==> config.mk <==
export PLATFORM = sky130hd
export DESIGN_NAME = json_pretty_print_formatter
export DESIGN_NICKNAME = d
export VERILOG_FILES = /design/src/hdl/jpp_pkg.sv /design/src/hdl/jpp_core.sv /design/src/hdl/json_pretty_print_formatter.sv
export SDC_FILE = /design/constraint.sdc
export NUM_CORES = 1
export LEC_CHECK = 0
export ABC_CLOCK_PERIOD_IN_PS = 8650
export BUFFER_PORTS_ARGS = -buffer_cell sky130_fd_sc_hd__buf_2
export CORE_ASPECT_RATIO = 0.7
export CORE_MARGIN = 4
export CORE_UTILIZATION = 30
export CTS_CLUSTER_SIZE = 30
export DETAILED_ROUTE_END_ITERATION = 10
export PLACE_DENSITY_LB_ADDON = 0.25
export SYNTH_ARGS = -nofsm -noshare
export SYNTH_HDL_FRONTEND = slang
export SYNTH_SLANG_ARGS = --single-unit
==> constraint.sdc <==
create_clock -name clk -period 8.65 [get_ports clk]
set_input_delay 1.2975 -clock clk [delete_from_list [all_inputs] [get_ports clk]]
set_output_delay 1.2975 -clock clk [all_outputs]
set_load 0.005 [all_outputs]
==> src/hdl/jpp_pkg.sv <==
// ----------------------------------------------------------------------------
// jpp_pkg
// shared types and constants for the json pretty-print formatter
// ----------------------------------------------------------------------------
package jpp_pkg;

  localparam int unsigned LEVEL_W  = 7;
  localparam int unsigned INDENT_W = 4;
  localparam int unsigned SPACES_W = 10;
  localparam int unsigned PROD_W   = LEVEL_W + INDENT_W;

  // deepest nesting level that is still counted
  localparam logic [LEVEL_W-1:0]  MAX_DEPTH      = 7'd64;
  localparam logic [SPACES_W-1:0] SPACES_MAX     = 10'd1023;
  localparam logic [INDENT_W-1:0] INDENT_DEFAULT = 4'd2;

  // bytes with a meaning to the formatter
  localparam logic [7:0] CH_NONE      = 8'h00;
  localparam logic [7:0] CH_BACKSLASH = 8'h5C;
  localparam logic [7:0] CH_COLON     = 8'h3A;
  localparam logic [7:0] CH_QUOTE     = 8'h22;
  localparam logic [7:0] CH_LBRACE    = 8'h7B;
  localparam logic [7:0] CH_LBRACKET  = 8'h5B;
  localparam logic [7:0] CH_RBRACE    = 8'h7D;
  localparam logic [7:0] CH_RBRACKET  = 8'h5D;
  localparam logic [7:0] CH_COMMA     = 8'h2C;

  typedef struct packed {
    logic [7:0] in_char;
    logic       text_start;
  } item_t;

  typedef struct packed {
    logic                newline_before;
    logic [SPACES_W-1:0] spaces_before;
    logic [7:0]          out_char;
    logic                space_after;
    logic                depth_fault;
  } token_t;

endpackage

==> src/hdl/jpp_core.sv <==
// ----------------------------------------------------------------------------
// jpp_core
// formatter state and the per-byte token logic, one byte per enable
// ----------------------------------------------------------------------------
module jpp_core import jpp_pkg::*; (
  input  logic                clk,
  input  logic                rst,
  input  logic                cfg_we,
  input  logic [INDENT_W-1:0] cfg_wdata,
  input  logic                step,
  input  item_t               item,
  output token_t              token
);

  logic [INDENT_W-1:0] indent_width;
  logic [LEVEL_W-1:0]  nest_level, nest_level_next;
  logic                in_string, in_string_next;
  logic                escape_pending, escape_pending_next;
  logic                line_start_pending, line_start_pending_next;
  logic [7:0]          previous_byte;

  logic [LEVEL_W-1:0]  cur_level;
  logic                cur_in_string, cur_escape, cur_line_start;
  logic [7:0]          cur_prev;
  logic [PROD_W-1:0]   prod;
  logic [SPACES_W-1:0] indent_spaces;
  logic [7:0]          c;

  // start of a new text sees cleared state
  always_comb begin
    c              = item.in_char;
    cur_level      = item.text_start ? '0 : nest_level;
    cur_in_string  = item.text_start ? 1'b0 : in_string;
    cur_escape     = item.text_start ? 1'b0 : escape_pending;
    cur_line_start = item.text_start ? 1'b0 : line_start_pending;
    cur_prev       = item.text_start ? CH_NONE : previous_byte;
  end

  // narrow 7x4 product, saturated to the field width
  always_comb begin
    prod = PROD_W'(cur_level) * PROD_W'(indent_width);
    if (prod > PROD_W'(SPACES_MAX)) begin
      indent_spaces = SPACES_MAX;
    end else begin
      indent_spaces = prod[SPACES_W-1:0];
    end
  end

  always_comb begin
    nest_level_next         = cur_level;
    in_string_next          = cur_in_string;
    escape_pending_next     = 1'b0;
    line_start_pending_next = cur_line_start;
    token                   = '0;
    token.out_char          = c;
    case (c)
      CH_BACKSLASH: begin
        escape_pending_next = !cur_escape && cur_in_string;
      end
      CH_COLON: begin
        token.space_after = !cur_in_string;
      end
      CH_QUOTE: begin
        if (cur_line_start) begin
          token.newline_before    = 1'b1;
          token.spaces_before     = indent_spaces;
          line_start_pending_next = 1'b0;
        end
        if (!cur_escape) begin
          in_string_next = !cur_in_string;
        end
      end
      CH_LBRACE, CH_LBRACKET: begin
        if (!cur_in_string) begin
          if (cur_level >= MAX_DEPTH) begin
            token.depth_fault = 1'b1;
          end else begin
            nest_level_next = cur_level + 1'b1;
          end
          line_start_pending_next = 1'b1;
        end
      end
      CH_RBRACE, CH_RBRACKET: begin
        if (!cur_in_string) begin
          // empty container closes on the same line
          token.newline_before = (cur_prev != CH_LBRACKET) && (cur_prev != CH_LBRACE);
          if (cur_level == '0) begin
            token.depth_fault = 1'b1;
          end else begin
            nest_level_next = cur_level - 1'b1;
          end
          // indent is for the depth after the close
          if (!cur_line_start) begin
            token.spaces_before = ((PROD_W'(nest_level_next) * PROD_W'(indent_width))
                                   > PROD_W'(SPACES_MAX))
                                  ? SPACES_MAX
                                  : SPACES_W'(PROD_W'(nest_level_next)
                                              * PROD_W'(indent_width));
          end
          line_start_pending_next = 1'b0;
        end
      end
      CH_COMMA: begin
        if (!cur_in_string) begin
          line_start_pending_next = 1'b1;
        end
      end
      default: begin
        if (cur_line_start) begin
          token.newline_before    = 1'b1;
          token.spaces_before     = indent_spaces;
          line_start_pending_next = 1'b0;
        end
      end
    endcase
  end

  always_ff @(posedge clk) begin
    if (rst) begin
      indent_width <= INDENT_DEFAULT;
    end else if (cfg_we) begin
      indent_width <= cfg_wdata;
    end
  end

  always_ff @(posedge clk) begin
    if (rst) begin
      nest_level         <= '0;
      in_string          <= 1'b0;
      escape_pending     <= 1'b0;
      line_start_pending <= 1'b0;
      previous_byte      <= CH_NONE;
    end else if (step) begin
      nest_level         <= nest_level_next;
      in_string          <= in_string_next;
      escape_pending     <= escape_pending_next;
      line_start_pending <= line_start_pending_next;
      previous_byte      <= c;
    end
  end

endmodule

==> src/hdl/json_pretty_print_formatter.sv <==
// ----------------------------------------------------------------------------
// json_pretty_print_formatter
// turns compact json text, one byte per transaction, into formatting tokens
// ----------------------------------------------------------------------------
// path: input register, core logic, then result register; a stall on the token
//   side holds the token in the result register and the byte in the input register
// throughput: one byte per cycle while token_stall is low, set by the state update loop
// reset: synchronous; clears both stages, all nesting state, indent width 2
// ----------------------------------------------------------------------------
module json_pretty_print_formatter import jpp_pkg::*; (
  input  logic                clk,
  input  logic                rst,
  // configuration: indent width
  input  logic                cfg_we,
  input  logic [INDENT_W-1:0] cfg_wdata,
  // byte stream in
  input  logic                item_valid,
  output logic                item_stall,
  input  item_t               item,
  // token stream out
  output logic                token_valid,
  input  logic                token_stall,
  output token_t              token
);

  // input stage
  logic   in_q_valid;
  item_t  in_q;

  // result stage
  token_t core_token;
  logic   out_free;
  logic   advance;
  logic   accept;

  // result register can take a new token when empty or being drained
  assign out_free   = !token_valid || !token_stall;
  // byte in the input register moves through the core into the result register
  assign advance    = in_q_valid && out_free;
  // input register frees up whenever its byte advances
  assign item_stall = in_q_valid && !out_free;
  assign accept     = item_valid && !item_stall;

  always_ff @(posedge clk) begin
    if (rst) begin
      in_q_valid <= 1'b0;
    end else if (accept) begin
      in_q_valid <= 1'b1;
    end else if (advance) begin
      in_q_valid <= 1'b0;
    end
  end

  // payload register, no reset needed
  always_ff @(posedge clk) begin
    if (accept) begin
      in_q <= item;
    end
  end

  // state machine for nesting, strings, escapes and line starts
  jpp_core u_core (
    .clk       (clk),
    .rst       (rst),
    .cfg_we    (cfg_we),
    .cfg_wdata (cfg_wdata),
    .step      (advance),
    .item      (in_q),
    .token     (core_token)
  );

  always_ff @(posedge clk) begin
    if (rst) begin
      token_valid <= 1'b0;
    end else if (advance) begin
      token_valid <= 1'b1;
    end else if (!token_stall) begin
      token_valid <= 1'b0;
    end
  end

  // token holds while stalled since advance needs out_free
  always_ff @(posedge clk) begin
    if (advance) begin
      token <= core_token;
    end
  end

endmodule

; Yosys cells after proc, flatten, opt, wreduce, memory -nomap -nowiden
; Cells that the tools add are included.
[word_totals]
reg_bits = 54
latchBits = 0
mem_bits_rw = 0
rom_bits = 0
out_inout_bits = 23
n_memories = 0
[op_classes]
add_sub_neg = 2
multipliers = 2
n_div = 0
order_cmp = 3
eq_ne = 11
n_shift = 0
muxes = 33
bitwise_logic = 0
reduce_logical = 19
[ops]
columns = cell, count
row1 = 7-bit two-way mux, 7
row2 = 8-bit by 7-bit == test with 1-bit output (second input constant), 5
row3 = 10-bit two-way mux, 3
row4 = 8-bit by 6-bit == test with 1-bit output (second input constant), 3
row5 = 11-bit by 10-bit > comparator with 1-bit output (second input constant), 2
row6 = 7-bit by 4-bit multiplier with 11-bit output, 2
row7 = 11-bit two-way mux, 2
row8 = 11-bit case mux with 2 select lines, 1
row9 = 1-bit two-way mux, 16
row10 = 8-bit by 7-bit != test with 1-bit output (second input constant), 2
row11 = 7-bit case mux with 2 select lines, 1
row12 = 8-bit two-way mux, 1
row13 = 7-bit by 1-bit adder with 7-bit output (second input constant), 1
row14 = 7-bit >= comparator (second input constant), 1
row15 = 7-bit zero test, 1
row16 = 7-bit by 1-bit subtractor with 7-bit output (second input constant), 1
row17 = 1-bit zero test, 6
row18 = 2-bit OR reduction, 3
row19 = 1-bit logical AND, 5
row20 = 5-bit OR reduction, 1
row21 = 1-bit case mux with 3 select lines, 1
row22 = 3-bit OR reduction, 1
row23 = 2-bit by 1-bit != test with 1-bit output (second input constant), 1
row24 = 1-bit case mux with 2 select lines, 1
row25 = 2 further kinds, 2

; Logic depth before layout (Yosys ltp)
; Gate-level depths: netlist (run 1).
[depth]
depth_word = 11
ltp_mapped = 19
depth_no_buf = 18

; Hierarchy
; Synthesis (run 1) repeated with hierarchy kept, for this count alone.
[unflattened]
hier_cells = 471
hier_area_um2 = 4355.4
[by_module_without_submodules]
columns = mod, instances, cells_per_inst, area_per_inst_um2, seq_area_each_um2
row1 = jpp_core, 1, 431, 3368.2, 420.4
row2 = json_pretty_print_formatter, 1, 40, 987.2, 940.9

; Least setup slack after synthesis (run 1)
; No wires, ideal clock.
[synth_timing]
path_type = register to register
from = register in_q[0] (netlist bit)
to = register token[12] (netlist bit) (data pin)
setup_ns = 0.263
arrival_time_ns = 4.255
t_required_ns = 8.387
path_slack_ns = 4.133
stages_incl_launch_ff = 20
n_path_buf = 1
synth_period_minus_slack_ns = 4.517
path_cell_list = edfxtp_1 -> clkbuf_1 -> nor2b_1 -> inv_1 -> ha_1 -> xor2_1 -> o31ai_1 -> nor2_1 -> nand2_1 -> fa_1 -> inv_1 -> fa_1 -> inv_1 -> fa_1 -> nand2b_1 -> a21oi_1 -> nor2_1 -> a311o_1 -> o21ai_0 -> o31ai_1
[synth_lines]
columns = item, line_no
row1 = from (decl), json_pretty_print_formatter.sv:28  ; item_t in_q;
row2 = from (signal assigned), json_pretty_print_formatter.sv:57  ; in_q <= item;
row3 = to (signal assigned), json_pretty_print_formatter.sv:85  ; token <= core_token;
row4 = to (decl), json_pretty_print_formatter.sv:23  ; output token_t token

==> results.cfg, run 1 <==
[status]
status = complete, no violations

[floorplan]
ios = 41
core_um2 = 14140
die_y_um = 109.5
die_area_um2 = 16760
die_w_um = 153.0
num_rows = 36
start_util = 0.3123

[layout]
final_area_um2 = 4921
n_antenna_cell = 0
final_cells = 730
nNetsFinal = 610
utilization = 0.3479
area_growth_pct = 11.42
fillers = 1512
seq_area_um2 = 1361
multi_input_area_um2 = 2809
layout-drive-gt1-share = 0.1093

[sta]
tns_ns = 0
setup_viol = 0
finalHoldViolCount = 0
tightest_slew_ns = 0.8293
fin_crit_sh = 0.6062
period_needed_ns = 5.244
rsz0062_at_grt = false
slew_viol_final = 0
maxSlewHeadroom = 0.4472
fmax_mhz = 190.7
fin_skew_ns = 0.01182

[route]
drt-wirelength-per-cell_um = 15.47
vias = 3752
vias_per_cell = 5.140
dr.pass1.iters = 5
postRouteAntennaNets = 0
wirelength_um = 11290
drt-initial-drc-count = 316
drc = 0

[critical_path]
start_kind = register
crit_fanout = 25
slowest_stage = edfxtp_1
end_kind = register
path_cells = nor2b_1 > inv_1 > ha_1 > xor2_1 > o31ai_1 > nor2_1 > nand2_1 > fa_1 > inv_1 > fa_1 > inv_1 > fa_1 > nand2b_1 > a21oi_1 > nor2_1 > a311o_1 > o21ai_0 > o31ai_1
path_class = reg2reg
cp_slowest_stage_delay_ns = 0.73
arrival_ns = 5.29
crit_required_ns = 8.69

[place]
dp.cells = 722
port_buffers = 40
dp_hpwl_um = 8758
post_dp_cell_area_um2 = 4770
place_congestion = 0.8590

[pwr]
cellPowerDensity_nw_per_um2 = 113.9
p_comb_frac = 0.108
swShare = 0.2675
leakage_nw = 2.101
p_switching_uw = 149.9
clockPowerShare = 0.371
pwr-share-seq = 0.520
internal-power_uw = 410.6
peakVddDrop_mv = 0.06431

[clock_tree]
cts_setup_buffers = 0
cts_tree = done
htree_num_levels = 2
cts_resized = 0
clock-sinks = 53
cts-hold-fix-buffers = 0
numCtsBuffers = 5
clk_pin_slew_ns = 0.08
cts_root_buf = clkbuf_16
clock_latency_ns = 0.30
clockBufferDepth = 2

[global_routing]
grt_overflow = 0
antenna_found_initial = 0
grt_max_degree = 42
grt_pass1_wl_um = 18450
grt_pass1_vias = 3533
grt_use_total = 0.1352

[yosys]
synth_edf_count = 30
netlist_instances = 513
yosysSeqAreaShare = 0.3082
synth.avg_cell_area_um2 = 8.610
synth.largest_area_cell = edfxtp_1
synth_top_cells_by_area = edfxtp_1 (20%), dfxtp_1 (10%), ha_1 (9.3%), fa_1 (9.1%), nand2_1 (5.5%)
yosysMostFrequentCell = nand2_1
syn_area_um2 = 4417
syn_nets = 584
ys_warn_count = 0
synth_flop_cell = edfxtp_1
ys_seq_elements = 53
synth_top_area_frac = 0.2040
synthArstFlopShare = 0
synth_common_cells = nand2_1 (65), inv_1 (40), and2_1 (34), ha_1 (33), nor2_1 (31)
synth_cell_types = 62

[job]
max_cap_viol_count = 0

[hold_path]
min-delay-path-class = reg2reg
area by class of cell:
type                            count  area share
Inverter                           41     0.03127
Tap cell                          190     0.04831
Multi-Input combinational cell    397      0.5708
Sequential cell                    53      0.2766
Clock inverter                      3    0.005339
Clock buffer                        5     0.02543
Timing Repair Buffer               41     0.04221
flip-flops by register name, summed over array words and instances, names as in the netlist:
register and cells:
in_q 9, in_q_valid 1, token 21, token_valid 1, u_core.escape_pending 1, u_core.in_string 1
u_core.indent_width 4, u_core.line_start_pending 1, u_core.nest_level 7, u_core.previous_byte 7
power by group through the flow:
stage	clock [mW]	sequential, mW	combinational, mW
floorplan	0	0.289	0.0444
global placement	0	0.297	0.0601
detailed placement	0	0.297	0.0607
CTS	0.213	0.292	0.0611
global route	0.225	0.294	0.0684
finish	0.208	0.292	0.0607
through the flow:
step           hold slack (ns)  setup WS (ns)  total power [mW]
3_3_place_gp            0.4387          3.642            0.3570
5_1_grt                 0.4716          3.023            0.5872
6_report                0.4581          3.406            0.5605
3_5_place_dp            0.4430          3.486            0.3580
2_1_floorplan           0.4313          4.133            0.3339
4_1_cts                 0.4529          3.477            0.5661
cells by family after synthesis:
group | share of synthesized area
XOR/XNOR | 0.02380
flip-flops | 0.3082
AND/OR/NAND/NOR | 0.2637
buffers and inverters | 0.05580
multiplexers | 0.01133
adder cells (fa/ha/maj) | 0.1841
AO/OA/AOI/OAI | 0.1530
layer usage:
layer | routed length [um] | track usage | vias up
met1 | 6044 | 0.2160 | 1797
met2 | 4540 | 0.1872 | 102
met5 | 0 | 0 | -
met4 | 126 | 0.02924 | 0
met3 | 579 | 0.02282 | 12
li1 | - | - | 1841
worst max-delay path, delay by kind of cell, from the launching register on:
| family | cells | cell delay, ns |
|---|---|---|
| and+or+nand+nor | 5 | 1.02 |
| AOI/OAI and AO/OA | 5 | 1.10 |
| xor gates and xnor gates | 1 | 0.15 |
| DFF | 1 | 0.73 |
| buffers and inverters | 3 | 0.22 |
| adders and majority gates | 4 | 1.77 |
worst paths after layout:
kind                                                           start                                    to  slack (ns)  cells past startpoint
worst max-delay path                               in_q[0]$_DFFE_PP_                   token[12]$_DFFE_PP_        3.41                     18
worst min-delay path            u_core.previous_byte[0]$_SDFFE_PP0P_  u_core.previous_byte[0]$_SDFFE_PP0P_        0.46                      2
worst max register to register                     in_q[0]$_DFFE_PP_                   token[12]$_DFFE_PP_        3.41                     18
worst min register to register  u_core.previous_byte[0]$_SDFFE_PP0P_  u_core.previous_byte[0]$_SDFFE_PP0P_        0.46                      2
layout by cell type (no fill, tap or decap), types with 7 or more instances in the layout:
cell type,instances
nand2_1,65
nor2b_1,16
ha_1,33
inv_1,40
and2_1,34
dfxtp_1,23
buf_2,40
nor2_1,31
edfxtp_1,30
fa_1,20
nand3_1,10
a21oi_1,30
o21ai_1,8
o31ai_1,9
nor3_1,21
and3_1,14
a31oi_1,7
o21ai_0,21
No activity file was read; power rests on OpenSTA's default activity.
==> run 2, diff against run 1 <==
--- a/config.mk
+++ b/config.mk
@@ -5,7 +5,7 @@
 export SDC_FILE = /design/constraint.sdc
 export NUM_CORES = 1
 export LEC_CHECK = 0
-export ABC_CLOCK_PERIOD_IN_PS = 8650
+export ABC_CLOCK_PERIOD_IN_PS = 4500
 export BUFFER_PORTS_ARGS = -buffer_cell sky130_fd_sc_hd__buf_2
 export CORE_ASPECT_RATIO = 0.7
 export CORE_MARGIN = 4
==> constraint.sdc (replaced) <==
create_clock -name clk -period 4.5 [get_ports clk]
set_input_delay 0.675 -clock clk [delete_from_list [all_inputs] [get_ports clk]]
set_output_delay 0.675 -clock clk [all_outputs]
set_load 0.005 [all_outputs]
==> results.cfg, run 2 (synthesized netlist as in run 1, its figures left out) <==
[job]
max_cap_viol_count = 0

[clock_tree]
numCtsBuffers = 5
clockBufferDepth = 2
clk_pin_slew_ns = 0.07
cts_root_buf = clkbuf_16
htree_num_levels = 2
clock_latency_ns = 0.29
cts-hold-fix-buffers = 0
clock-sinks = 53
cts_tree = done

[route]
drt-initial-drc-count = 316
drc = 0
dr.pass1.iters = 5
postRouteAntennaNets = 0
vias_per_cell = 5.156
wirelength_um = 12020
vias = 3924
drt-wirelength-per-cell_um = 15.79

[critical_path]
start_kind = register
reg2regPathDepth = 16
ff2ff_setup_slack_ns = 0.17
cp_top_family = adder cells
crit_fanout = 5
path_cells = nor2_2 > a2111oi_4 > xnor2_1 > nor2_1 > and2_1 > fa_1 > inv_1 > fa_1 > inv_1 > ha_1 > a21oi_1 > nor2b_1 > o221a_2 > a311o_2 > o21ai_2 > o211ai_1
end_kind = register
cp_num_cells = 16
r2r-end = token[17]$_DFFE_PP_
critPathCapture = token[17]$_DFFE_PP_
cp_slowest_stage_delay_ns = 0.55
crit_required_ns = 4.52
path_class = reg2reg
critPathLaunch = u_core.nest_level[6]$_SDFFE_PP0P_
timing.rr.start = u_core.nest_level[6]$_SDFFE_PP0P_
path_buf_inv = 2
slowest_stage = fa_1
arrival_ns = 4.35

[place]
dp_hpwl_um = 9386
place_congestion = 0.8685
port_buffers = 40

[pwr]
pwr-share-seq = 0.488
swShare = 0.2447
peakVddDrop_mv = 0.1883
p_comb_frac = 0.130
cellPowerDensity_nw_per_um2 = 214.6
internal-power_uw = 857.1
p_switching_uw = 277.7
leakage_nw = 2.289
clockPowerShare = 0.383

[layout]
layout-drive-gt1-share = 0.1874
fillers = 1468
final_cell_mix = nand2_1 (65), buf_2 (40), inv_1 (39)
regMostFlops = token
top_regs = token (21), in_q (9)
largest_reg_flops = 21
seq_area_um2 = 1361
n_antenna_cell = 0
multi_input_area_um2 = 2930
mostFrequentLayoutCell = nand2_1
utilization = 0.3739
area_growth_pct = 19.72
nNetsFinal = 641

[floorplan]
die_y_um = 109.5
ios = 41
core_um2 = 14140
die_area_um2 = 16760
start_util = 0.3123
die_w_um = 153.0
num_rows = 36

[global_routing]
grt_pass1_vias = 3752
antenna_found_initial = 0
grt_use_total = 0.1390
grt_max_degree = 41
grt_overflow = 0
grt_pass1_wl_um = 19170

[sta]
tightest_slew_ns = 0.8213
fin_skew_ns = 0.005085
finalHoldViolCount = 0
fin_crit_sh = 0.9613
slew_viol_final = 0
hold_slack_ns = 0.4557
period_needed_ns = 4.326
maxSlewHeadroom = 0.4514
fmax_mhz = 231.2
setup_viol = 0

[status]
status = complete, no violations

[hold_path]
min-delay-path-class = reg2reg
hold_depth = 2
==> run 2: cell types whose count changed in the layout (fill, tap and decap cells not counted), sizes merged <==
cell	previous run	this run
clkinv	0	1
clkinvlp	2	0
a311o	1	2
clkbuf	5	6
bufinv	0	1
inv	42	41
buf	41	71
==> run 2: layout make-up <==
cell class | count | share of cell area
multi-input cells | 398 | 0.5542
flip-flops and latches | 53 | 0.2575
repair buffers | 71 | 0.08258
well taps | 190 | 0.04496
inverters | 41 | 0.02911
clock buffers | 6 | 0.02437
clock inverters | 2 | 0.007336
==> run 2: worst min path at each step <==
stage,from,endpoint
after floorplan,u_core.previous_byte[0]$_SDFFE_PP0P_,u_core.previous_byte[0]$_SDFFE_PP0P_
after global placement,u_core.previous_byte[0]$_SDFFE_PP0P_,u_core.previous_byte[0]$_SDFFE_PP0P_
after detailed placement,u_core.previous_byte[0]$_SDFFE_PP0P_,u_core.previous_byte[0]$_SDFFE_PP0P_
after CTS,u_core.previous_byte[0]$_SDFFE_PP0P_,u_core.previous_byte[0]$_SDFFE_PP0P_
after global routing,u_core.previous_byte[0]$_SDFFE_PP0P_,u_core.previous_byte[0]$_SDFFE_PP0P_
final,u_core.previous_byte[0]$_SDFFE_PP0P_,u_core.previous_byte[0]$_SDFFE_PP0P_
==> run 2: power groups by stage <==
stage / Clock (mW) / Sequential, mW / Combinational (mW)
2_1_floorplan: 0 / 0.556 / 0.0854
3_3_place_gp: 0 / 0.564 / 0.137
3_5_place_dp: 0 / 0.564 / 0.139
4_1_cts: 0.449 / 0.553 / 0.141
5_1_grt: 0.470 / 0.557 / 0.163
6_report: 0.434 / 0.553 / 0.147
==> run 2: metal layers <==
metal,up-vias,GRT usage,routed length (um)
li1,1920,-,-
met5,-,0,0
met2,126,0.2079,5032
met1,1867,0.2144,6029
met4,0,0.02289,110
met3,11,0.02046,844
==> run 2: through the flow <==
stage	area [um^2]	TNS [ns]	cells	setup slack, ns	total power [mW]
2_1_floorplan	4419	0	513	0.05306	0.6419
3_3_place_gp	4975	0	749	0.1149	0.7004
3_5_place_dp	4975	-0.7612	749	-0.1373	0.7022
4_1_cts	5155	0	758	0.01906	1.142
5_1_grt	5288	-0.0001812	761	-0.0001812	1.190
6_report	5288	0	761	0.1741	1.135
==> run 2: worst register-to-register path, cell delays in order, from the launching register on <==
cell and delay (ns):
dfxtp_1 0.42, nor2_2 0.11, a2111oi_4 0.30, xnor2_1 0.21, nor2_1 0.14, and2_1 0.20
fa_1 0.55, inv_1 0.06, fa_1 0.54, inv_1 0.04, ha_1 0.33, a21oi_1 0.16
nor2b_1 0.07, o221a_2 0.26, a311o_2 0.41, o21ai_2 0.15, o211ai_1 0.11
==> run 2: repair_timing <==
item                                   CTS  global route
gates cloned                             0             1
setup buffers                            1             2
resized for setup                        4            24
setup endpoints to repair                9            10
endpoints found under the hold margin    0             0
pin swaps                                2             8
